==> src/rtl/ndpf_pkg.sv <==
// ----------------------------------------------------------------------------
// ndpf_pkg
// Shared types, widths and helpers of the near-duplicate point filter.
// ----------------------------------------------------------------------------
package ndpf_pkg;

	localparam int MAX_POINTS = 1024;
	localparam int IDX_W      = $clog2(MAX_POINTS);
	localparam int CNT_W      = $clog2(MAX_POINTS + 1);
	localparam int COORD_W    = 24;
	localparam int THR_W      = 23;
	localparam int ABS_W      = COORD_W + 1;
	localparam int PROD_W     = 2 * ABS_W;
	localparam int THR2_W     = 2 * THR_W;
	localparam int SLOT_W     = 10;

	typedef struct packed {
		logic signed [COORD_W-1:0] z;
		logic signed [COORD_W-1:0] y;
		logic signed [COORD_W-1:0] x;
	} point_t;

	typedef struct packed {
		logic load;
		logic add;
	} sq_ctl_t;

	typedef enum logic [3:0] {
		ST_IDLE,
		ST_THR,
		ST_THR_LD,
		ST_RD,
		ST_SX,
		ST_SY,
		ST_SZ,
		ST_SA,
		ST_NEW,
		ST_RES
	} state_t;

	function automatic logic [ABS_W-1:0] abs_diff(input logic signed [COORD_W-1:0] a,
		input logic signed [COORD_W-1:0] b);
		logic signed [ABS_W-1:0] d;
		d = ABS_W'(a) - ABS_W'(b);
		abs_diff = d[ABS_W-1] ? ABS_W'(-d) : ABS_W'(d);
	endfunction

endpackage

==> src/rtl/ndpf_sq_unit.sv <==
// ----------------------------------------------------------------------------
// ndpf_sq_unit
// Shared squaring unit with accumulator, used for the squared threshold and
// for the three axis terms of each squared distance.
// ----------------------------------------------------------------------------
module ndpf_sq_unit (
	input  logic                        clk,
	input  logic [ndpf_pkg::ABS_W-1:0]  op,
	input  ndpf_pkg::sq_ctl_t           ctl,
	output logic [ndpf_pkg::PROD_W-1:0] prod,
	output logic [ndpf_pkg::PROD_W-1:0] sum
);
	import ndpf_pkg::*;

	logic [PROD_W-1:0] prod_q;
	logic [PROD_W-1:0] acc_q;

	always_ff @(posedge clk) begin
		prod_q <= PROD_W'(op) * PROD_W'(op);
	end

	always_ff @(posedge clk) begin
		if (ctl.load) begin
			acc_q <= prod_q;
		end else if (ctl.add) begin
			acc_q <= acc_q + prod_q;
		end
	end

	assign prod = prod_q;
	assign sum  = acc_q + prod_q;

endmodule

==> config.mk <==
export PLATFORM = sky130hd
export DESIGN_NAME = ndpf_sq_unit
export DESIGN_NICKNAME = d
export VERILOG_FILES = /design/src/rtl/ndpf_pkg.sv /design/src/rtl/ndpf_sq_unit.sv
export SDC_FILE = /design/constraint.sdc
export NUM_CORES = 1
export LEC_CHECK = 0
export BUFFER_PORTS_ARGS = -buffer_cell sky130_fd_sc_hd__clkbuf_2
export CAP_MARGIN = 20
export CORE_MARGIN = 3
export CORE_UTILIZATION = 43
export DETAILED_ROUTE_END_ITERATION = 7
export PLACE_DENSITY_LB_ADDON = 0.3
export SLEW_MARGIN = 25
export SYNTH_ARGS = -nofsm -noshare
export SYNTH_HDL_FRONTEND = slang
export SYNTH_SLANG_ARGS = --single-unit
==> constraint.sdc <==
create_clock -name clk -period 7.55 [get_ports clk]
set_input_delay 0.755 -clock clk [delete_from_list [all_inputs] [get_ports clk]]
set_output_delay 0.755 -clock clk [all_outputs]
set_load 0.005 [all_outputs]
==> impl_summary.md, run 1 <==
Layout
From synthesis to final layout, the design area changed by 7.88%. Leaving out filler cells and counting taps, the final layout contains ~3.5k. The net count of the finished layout is approximately 3.5k. The final design area excluding fillers is 26,100 um^2. The post-route netlist has 8.87% of its cells at a drive strength greater than 1. Fill cells in the final layout number 5,269.

Yosys
The number of enable flip-flop cells after synthesis is 50. The proportion of synthesized chip area in sequential cells is 10.3%. Of the post-synthesis cell area, the part taken by muxes is 1.20%. In the synthesized netlist, the number of instances is about 2.7k. The count of different cell masters after synthesis is 74. The synthesized netlist devotes under 10% of its cell area to XOR and XNOR gates.

The average cell area after synthesis is 9.01 um^2. The main combinational cell family by area after synthesis is adder cells. The simple-gate portion of the synthesized area is 12.3%. Yosys instantiated no cell more often than sky130_fd_sc_hd__inv_1.

The number of nets handed over by synthesis was ~3.4k. Summing the areas of all compound-gate instances in the mapped netlist gives 9.14% of the synthesized area. In this run, synthesis produced a sequential element count of between 90 and 100. The total number of yosys warnings is 0.

After synthesis, the share of flip-flops with an asynchronous set or reset is 0%. After synthesis, the most frequently instantiated cells are sky130_fd_sc_hd__inv_1 (700), sky130_fd_sc_hd__fa_1 (468), sky130_fd_sc_hd__nand2_1 (283). Among all flip-flop cells after synthesis, the most frequent one is sky130_fd_sc_hd__edfxtp_1. The biggest area contributor in the post-synthesis netlist is sky130_fd_sc_hd__fa_1. The proportion of netlist area held by the largest area contributor is 38.8%. Sorting the synthesized cells by area gives the leading types as sky130_fd_sc_hd__fa_1 (39%), sky130_fd_sc_hd__ha_1 (12%), sky130_fd_sc_hd__inv_1 (11%), sky130_fd_sc_hd__edfxtp_1 (6.2%), sky130_fd_sc_hd__nand2_1 (4.4%). Of the total synthesized cell area, the portion taken by full adders, half adders and majority gates is 50.9%. Summing every instance area after synthesis gives 24,200 um^2.

Worst setup path
The worst register-to-register path has a setup slack of 3.78 ns. The cell family contributing the most delay on the critical path is adder cells. Data on the critical path is required at its endpoint by 7.81 ns. STA classifies the critical path startpoint as an input pin. The critical path's most frequent cell is sky130_fd_sc_hd__fa_1.

In this design, the stage delay of the slowest critical-path cell is 0.55 ns. The slowest stage of the critical path is the sky130_fd_sc_hd__fa_1 cell. The data arrival time of the critical path is 7.42 ns.

The worst setup path is of the input pin to flop kind. Along the worst path, the maximum fanout reaches 16. The buffering stage count on the worst path with inverters included is 7. The worst setup path is captured at a flop.

STA
The worst-margin pin slew is 0.719 ns. The count of endpoints failing hold in the final timing report is 0. The number of slew-limit violations in the final report was 0. In the final timing run, aggregate negative setup slack is 0 ns. The routed design could run at a clock period as short as about 7 ns. The final critical path takes up between 90% and 100% of the cycle. The maximum achievable frequency is between 100 and 150 MHz. Setup repair after global routing left no endpoint under its margin. Between clock sinks in the finished design, the worst skew comes to 0.0156 ns.

The worst pin sits at a relative slew slack of 52.1%. Setup violations remaining at the end of the flow were counted as 0.

Place
The cell count after placement is 3,516. The congestion estimate from routability-driven global placement came to about 0.89. The count of port buffers added during placement is 126. The placement-stage cell area is 25,800 um^2. Detailed placement ended at an HPWL of 52,800 um.

Drt
The detail route stage leaves a number of antenna-violating nets equal to 0. The via-per-instance ratio is 5.01. The via count is between 15k and 20k. The total wirelength of the detailed-routed design is 61,400 um. The number of violations reported at the end of detailed-routing iteration 0 is 872. The count of unresolved DRC violations after routing is 0. Before antenna repair, the detailed router went through 5 iterations.

After detailed routing, the average wire length per cell comes to 17.4 um.

Floorplan
The floorplan step defined a die boundary enclosing between 50,000 and 60,000 um^2. The starting utilization of the core area is a little over two fifths. The floorplan step defined a core boundary enclosing 55,300 um^2. The number of placed I/O pins is 128. The die is roughly 240 um tall.

The die width is roughly 240 um. The cell row count is 86.

CTS
Buffers inserted to repair hold after CTS numbered 0. The number of gates given a new drive strength after cts is 0. The clock-pin transition on the worst setup and hold timing paths is 0.08 ns.

The clock passes through at most 2 buffers. The root buffer cell chosen for the clock tree is sky130_fd_sc_hd__clkbuf_16. The clock network latency to the later pin of the worst-skew pair is roughly 0.37 ns. TritonCTS built the clock tree. The total clock buffers created by CTS is 9. The number of sinks on the clock net is 99. The post-CTS repair timing setup buffer count is 0. The H-tree depth is 3.

Status
The flow ran to the end, and the final reports show no timing, DRC or antenna violations.

Global routing
The via count of the first global-routing pass was 19.2k. Entering global routing, the biggest net connects between 50 and 60 pins. The first global-routing pass estimated around 100,000 um of wire. The total grt overflow is 0. The number of antenna violations at the first check in global routing was 1. The global-route usage over all layers is 21.3%.

Run
The count of maximum capacitance violations is 0.

Hold path
The path class of the lowest-slack min-delay path is flop to flop.
## final timing paths
kind,start,end,cells after the start
setup / recovery,op[8],prod[42]$_DFF_P_,25
hold / removal,prod[6]$_DFF_P_,acc_q[6]$_DFFE_PP_,2
setup reg to reg,prod[0]$_DFF_P_,acc_q[46]$_DFFE_PP_,11
hold reg to reg,prod[6]$_DFF_P_,acc_q[6]$_DFFE_PP_,2
## cell families after synthesis
kind of cell	Yosys count
compound gates	328
xor+xnor	101
fa+ha+maj	703
buf+inv	791
flops	99
mux	26
other cells	1
simple gates	632
## sequential cells by signal, summed over array words and instances (netlist names)
signal and flops:
prod 49, acc_q 50
## metrics by stage
step	utilization (%)	setup WS [ns]	hold slack (ns)
2_1_floorplan	-	0.426	0.546
5_1_grt	47.1	0.0462	0.627
4_1_cts	47.1	0.398	0.585
3_5_place_dp	46.6	0.0380	0.570
6_report	47.1	0.389	0.580
3_3_place_gp	46.6	0.138	0.564
## layout make-up
type                    instances  area, um^2  area share [%]
diodes                          1        2.50         0.00960
clock buffers                   9         225           0.864
clock inverters                 7        68.8           0.264
inverters                     700        2630            10.1
multi-input cells            1791       18700            71.8
flip-flops and latches         99        2480            9.52
well taps                     748         936            3.59
repair buffers                178        1020            3.92
## cell usage in the layout (no fill, tap or decap), types with 4 or more instances in the layout
cell / instances
sky130_fd_sc_hd__nor2_1: 90
sky130_fd_sc_hd__xnor2_1: 70
sky130_fd_sc_hd__and3_1: 15
sky130_fd_sc_hd__a21oi_1: 109
sky130_fd_sc_hd__buf_4: 52
sky130_fd_sc_hd__nand2_1: 283
sky130_fd_sc_hd__o21a_1: 6
sky130_fd_sc_hd__a21o_1: 63
sky130_fd_sc_hd__o31ai_1: 4
sky130_fd_sc_hd__mux2_2: 23
sky130_fd_sc_hd__o21bai_1: 20
sky130_fd_sc_hd__clkbuf_2: 126
sky130_fd_sc_hd__a31oi_1: 8
sky130_fd_sc_hd__o31a_1: 4
sky130_fd_sc_hd__ha_1: 235
sky130_fd_sc_hd__a211oi_1: 8
sky130_fd_sc_hd__o22ai_1: 5
sky130_fd_sc_hd__nand4_1: 19
sky130_fd_sc_hd__inv_1: 699
sky130_fd_sc_hd__o211ai_1: 6
sky130_fd_sc_hd__xor2_1: 28
sky130_fd_sc_hd__or2_2: 8
sky130_fd_sc_hd__clkbuf_16: 9
sky130_fd_sc_hd__edfxtp_1: 50
sky130_fd_sc_hd__dfxtp_1: 49
sky130_fd_sc_hd__nand2b_1: 5
sky130_fd_sc_hd__a21boi_0: 6
sky130_fd_sc_hd__nor2b_1: 16
sky130_fd_sc_hd__nand3_1: 35
sky130_fd_sc_hd__and2_1: 125
sky130_fd_sc_hd__o21ai_0: 47
sky130_fd_sc_hd__fa_1: 468
sky130_fd_sc_hd__nor4_1: 6
sky130_fd_sc_hd__nor3_1: 19
## tightest hold or removal path: stages, from the launching register on
cell,delay [ns]
sky130_fd_sc_hd__dfxtp_1,0.38
sky130_fd_sc_hd__nand2_1,0.07
sky130_fd_sc_hd__nand2_1,0.05
## per-layer routing
metal  vias to the layer above  track usage, %  part of all wire [%]
li1                       8400               -                     -
met1                      8716            29.8                    47
met2                       518            35.0                    45
met3                        83            2.32                   5.1
met4                         0            6.34                   2.9
met5                         -               0                     0
Power of run 1 is not shown: default switching activity piles up to over one toggle a cycle in this logic, so the estimate is an artifact.
==> run 2: changes to the inputs <==
- RECOVER_POWER: default -> 25
==> impl_summary.md, run 2 (same netlist as run 1, synthesis figures left out) <==
Floorplan
The initialized floorplan defines 86 standard-cell rows. The die width is 243 um. The number of placed I/O pins is 128. The die outline area is 59,100 um^2.

The area of the core is 55,300 um^2. The starting utilization of the core area is 43.7%. In this run the vertical extent of the chip is 243 um.

CTS
Clock-pin slew was measured on the worst setup and hold paths at 0.08 ns. The tree built by TritonCTS fans out to 99 sinks. In this run the deepest clock path goes through 2 buffers.

The count of hold buffers inserted by post-cts repair is 0. The clock network latency to the later pin of the worst-skew pair is around 0.36 ns. The clock tree from TritonCTS is built. The total clock buffers created by CTS is 9. The H-tree was split into 3 levels. The number of gates given a new drive strength after cts is 0. The post-CTS repair timing setup buffer count is 0. The cell sitting at the root of the clock tree is a sky130_fd_sc_hd__clkbuf_16.

STA
Setup violations remaining at the end of the flow were counted as 0. The maximum achievable frequency is 140 MHz. Of the available clock period, the critical path in the final layout requires 94.8%. Adding up every negative setup slack in the final design gives 0 ns. The final period demand of the worst path is 7.16 ns. The number of slew-limit violations in the final report is roughly 140.

At the pin with the least slew margin, the transition time is 2.99 ns. Setup repair after global routing left no endpoint under its margin. The post-route worst setup slack is 0.390 ns. The count of endpoints failing hold in the final timing report is 0. The worst-case clock skew is 0.0135 ns. The headroom to the max-slew limit is -99.3%.

Global routing
The first global-routing pass estimated 101,000 um of wire. The global-route usage over all layers is 21.3%. The via count of the first global-routing pass was roughly 19k. Global routing finished with a remaining overflow of 0. The number of antenna violations at the first check in global routing is 1. Entering global routing, the biggest net connects around 50 pins.

Drt
The highest metal layer with signal wires is met4. For this block, the via count after detailed routing is ~18k. The number of violations reported at the end of detailed-routing iteration 0 is 896. Summed over all nets, wire length on met2 after detailed routing comes to ~28,000 um. For this run, design rule violations remaining after detail routing come to 0. Summed over all layers, the routed wires come to between 60,000 and 70,000 um. The routed length on met3 is 3240 um. The count of antenna-violating nets left after detailed routing is 0. Dividing the detail-routed via count by the number of cells gives 5.02.

The first-pass detailed-route iteration total is 5. After detailed routing, the wire length on met1 is around 29,000 um. In the final routed layout, each cell accounts on average for 17.4 um.

Layout
The number of filler cells placed in the layout is 5,291. The area growth from synthesis to layout is 7.67%. The layout net count is 3,510. acc_q holds more flip-flops than any other register. The register with the most flip-flops in the layout has 50 of them. Cells with a size suffix above 1 make up 7.65% of the layout. The multi-input combinational cells in the finished layout cover a total of around 19,000 um^2. In the layout the commonest cells are sky130_fd_sc_hd__inv_1 (699), sky130_fd_sc_hd__fa_1 (468), sky130_fd_sc_hd__nand2_1 (283). The sequential cells in the finished layout cover a total of 2480 um^2. The most common library cell in the layout ignoring fill and taps is sky130_fd_sc_hd__inv_1.

Worst setup path
The register-to-register setup slack is about 3.7 ns. The worst flop-to-flop path endpoint is acc_q[48]$_DFFE_PP_. The type of the setup path with the least slack is input pin to flop.

STA puts the critical path data arrival time at 7.42 ns. The element type at the critical path end is a flop. For the worst setup path, the data required time is 7.81 ns. The launching point of the worst reg2reg path is prod[0]$_DFF_P_. The worst setup path is launched from an input pin. Counting cells, the worst reg-to-reg path comes to 11. In this run the worst path has a maximum fanout of 15.

Place
The count of port buffers added during placement is 126. The placer's final routability congestion estimate is 0.894. The setup slack at placement is 0.0380 ns.

The HPWL after detailed placement is 52,800 um.

Hold path
The beginning of the worst hold path is prod[6]$_DFF_P_. Counting instances, the worst hold path has a depth of 2. The path class of the lowest-slack min-delay path is flop to flop. The end of the worst hold path is acc_q[6]$_DFFE_PP_.

Status
The run finished, with violations left. The checks that failed: capacitance limit, slew limit.

Run
Max-cap violations in this run came to 3.
run 2: cell count changes in the layout (fill, tap and decap cells not counted):
cell,change
sky130_fd_sc_hd__clkbuf_2,-31
sky130_fd_sc_hd__buf_1,+3
sky130_fd_sc_hd__buf_4,-3
sky130_fd_sc_hd__clkbuf_1,+31
run 2: worst max-delay path, cell delays in order:
cell                        delay (ns)
sky130_fd_sc_hd__clkbuf_2         0.34
sky130_fd_sc_hd__buf_4            0.28
sky130_fd_sc_hd__and2_1           0.19
sky130_fd_sc_hd__inv_1            0.07
sky130_fd_sc_hd__fa_1             0.55
sky130_fd_sc_hd__inv_1            0.06
sky130_fd_sc_hd__fa_1             0.47
sky130_fd_sc_hd__inv_1            0.05
sky130_fd_sc_hd__fa_1             0.51
sky130_fd_sc_hd__fa_1             0.40
sky130_fd_sc_hd__inv_1            0.07
sky130_fd_sc_hd__fa_1             0.40
sky130_fd_sc_hd__inv_1            0.09
sky130_fd_sc_hd__fa_1             0.41
sky130_fd_sc_hd__fa_1             0.49
sky130_fd_sc_hd__inv_1            0.04
sky130_fd_sc_hd__ha_1             0.28
sky130_fd_sc_hd__nand3_1          0.12
sky130_fd_sc_hd__nor4_1           0.18
sky130_fd_sc_hd__o21ai_0          0.17
sky130_fd_sc_hd__o2111ai_1        0.22
sky130_fd_sc_hd__a21oi_1          0.17
sky130_fd_sc_hd__a21oi_1          0.26
sky130_fd_sc_hd__a21oi_1          0.14
sky130_fd_sc_hd__a211oi_1         0.41
sky130_fd_sc_hd__xor2_1           0.29
run 2: metrics by stage:
stage / utilization (%) / hold WS, ns / cells / instance area [um^2]
2_1_floorplan: - / 0.546 / 2681 / 24200
3_3_place_gp: 46.6 / 0.564 / 3516 / 25800
3_5_place_dp: 46.6 / 0.570 / 3516 / 25800
4_1_cts: 47.1 / 0.585 / 3532 / 26100
5_1_grt: 47.0 / 0.627 / 3533 / 26000
6_report: 47.0 / 0.581 / 3533 / 26000
run 2: metal layers:
metal | global-route usage, % | up-vias
li1 | - | 8395
met1 | 29.8 | 8755
met2 | 35.0 | 525
met3 | 2.32 | 75
met4 | 6.34 | 0
met5 | 0 | -
run 2: how the worst max path moves through the flow:
stage                     startpoint                to  slack [ns]
after floorplan               op[18]  prod[44]$_DFF_P_        0.43
after global placement         op[5]  prod[42]$_DFF_P_        0.14
after detailed placement       op[6]  prod[42]$_DFF_P_        0.04
after CTS                      op[6]  prod[42]$_DFF_P_        0.40
after global routing           op[6]  prod[44]$_DFF_P_        0.05
final                          op[6]  prod[42]$_DFF_P_        0.39
run 2: area by class of cell:
class / count / share of cell area [%]
Tap cell: 748 / 3.60
Sequential cell: 99 / 9.54
Antenna cell: 1 / 0.00962
Clock buffer: 9 / 0.866
Clock inverter: 7 / 0.265
Timing Repair Buffer: 178 / 3.73
Inverter: 700 / 10.1
Multi-Input combinational cell: 1791 / 71.9
Power of run 2 is left out for the same reason.
==> run 3: changes to the inputs <==
- BUFFER_PORTS_ARGS: -buffer_cell sky130_fd_sc_hd__clkbuf_2 -> default
- DONT_BUFFER_PORTS: default -> 1
==> impl_summary.md, run 3 (same netlist as run 1, synthesis figures left out) <==
Drt
The count of unresolved DRC violations after routing is 0. The number of violations reported at the end of detailed-routing iteration 0 is 967. The total wirelength of the detailed-routed design is ~63,000 um. In the routed layout, each cell is associated on average with a via count of 5.16. The average wire per cell in the routed design is 18.8 um. The first-pass detailed-route iteration total is 5.

Across all layers, the routed design uses 17.4k vias. The count of antenna-violating nets left after detailed routing is 0.

STA
The number of slew-limit violations in the final report is 51. Counting I/O delays and the setup requirement, the final critical path takes 6.90 ns. Setup violations remaining at the end of the flow were counted as 0. For the pin with the worst max-slew slack, the measured transition is 3.05 ns. The worst-case clock skew is 0.0131 ns. The maximum achievable frequency is 145 MHz. The headroom to the max-slew limit is -103%.

The count of endpoints failing hold in the final timing report is 0. The final clock period utilization by the worst path is 91.3%. The setup TNS is 0 ns. Hold timing on the final database bottoms out at a slack of 0.442 ns. Setup repair after global routing left no endpoint under its margin.

Floorplan
The area of the core is 55,300 um^2. The die outline area is 59,100 um^2. The die width is 243 um. The number of placed I/O pins is 128. The initial utilization of the core area, before any placement, comes to around 44%. The floorplan has 86 rows. The chip height is 243 um.

Worst setup path
The worst setup path is captured at a flop. The top fanout value on the critical path is 24. STA classifies the critical path startpoint as an input pin. The worst endpoint required time is 7.85 ns. The type of the setup path with the least slack is input pin to flop. STA puts the critical path data arrival time at 7.19 ns. The largest individual stage delay along the critical path comes from the cell sky130_fd_sc_hd__fa_1. The critical path's largest stage delay is 0.53 ns.

Layout
The core occupancy in the finished layout is 45.4%. Relative to the synthesized area, the layout overhead comes to 3.84%. The share of post-route cells with drive strength above 1 is under 10%.

The number of inserted diodes is 0. The most flop-heavy register is acc_q. In the layout the commonest cells are sky130_fd_sc_hd__inv_1 (699), sky130_fd_sc_hd__fa_1 (468), sky130_fd_sc_hd__nand2_1 (283). The layout net count is 3,339. The most common library cell in the layout ignoring fill and taps is sky130_fd_sc_hd__inv_1. The number of flip-flops in the largest register is 50.

Status
The checks that failed: capacitance limit, slew limit. The run finished, with violations left.

CTS
Post-CTS repair changed the size of 0 cells. The number of sinks on the clock net is approximately 100. Clock tree synthesis selected as its root buffer the cell sky130_fd_sc_hd__clkbuf_16. The H-tree generated during clock tree synthesis spans 3 levels. The clock network latency to the later pin of the worst-skew pair is 0.37 ns. Counting along the longest clock path gives a buffer depth of 2. The clock tree from TritonCTS is built. The total clock buffers created by CTS is 9. The count of hold buffers inserted by post-cts repair is 0.

The clock-pin transition on the worst setup and hold timing paths is 0.07 ns. The post-CTS repair timing setup buffer count is 0.

Global routing
The via count of the first global-routing pass was ~19k. The number of antenna violations at the first check in global routing is 0. Entering global routing, the biggest net connects 51 pins. Global routing used between 20 and 25% of the available tracks. The global-route wire length before repair is 103,000 um.

The total grt overflow is 0.

Place
Summed over all nets, the half-perimeter wirelength after detailed placement is 52,200 um. The placer's final routability congestion estimate is around 0.91. Input and output buffers added on the ports amount to 0.

Run
The count of maximum capacitance violations is 1.

Hold path
The path class of the tightest hold or removal check is input pin to flop.
[run 3: layout make-up]
cell class	instances	area [um^2]
clock buffers	9	225
multi-input cells	1791	18700
inverters	700	2630
flip-flops and latches	99	2480
fillers	5388	30200
clock inverters	7	67.6
repair buffers	7	48.8
well taps	748	936
[run 3: metrics by stage]
step           cell area (um^2)  worst slack [ns]  instances
2_1_floorplan             24200             0.426       2681
3_3_place_gp              24800             0.457       3345
3_5_place_dp              24800             0.251       3345
4_1_cts                   25100             0.648       3361
5_1_grt                   25100             0.358       3361
6_report                  25100             0.655       3361
[run 3: path summary, 6_finish.rpt]
path / from / to / slack (ns) / depth (start not counted)
worst max register to register: prod[0]$_DFF_P_ / acc_q[48]$_DFFE_PP_ / 3.63 / 11
worst min register to register: prod[28]$_DFF_P_ / acc_q[28]$_DFFE_PP_ / 0.63 / 2
worst max-delay path: op[4] / prod[44]$_DFF_P_ / 0.65 / 25
worst min-delay path: op[0] / prod[0]$_DFF_P_ / 0.44 / 0
[run 3: layer usage]
layer  up-vias  GRT usage, %  wire length, um
met4         0          5.29             1410
met1      8705          31.0            29200
met2       510          35.4            28400
li1       8053             -                -
met5         -             0                0
met3        83          3.19             4030
[run 3: critical path, delay by kind of cell]
family                   cells  cell delay (ns)
buffers and inverters        7             0.54
adder cells (fa/ha/maj)      8             3.61
AO/OA/AOI/OAI                6             1.50
XOR/XNOR                     1             0.16
AND/OR/NAND/NOR              3             0.60
Power of run 3 is left out for the same reason.
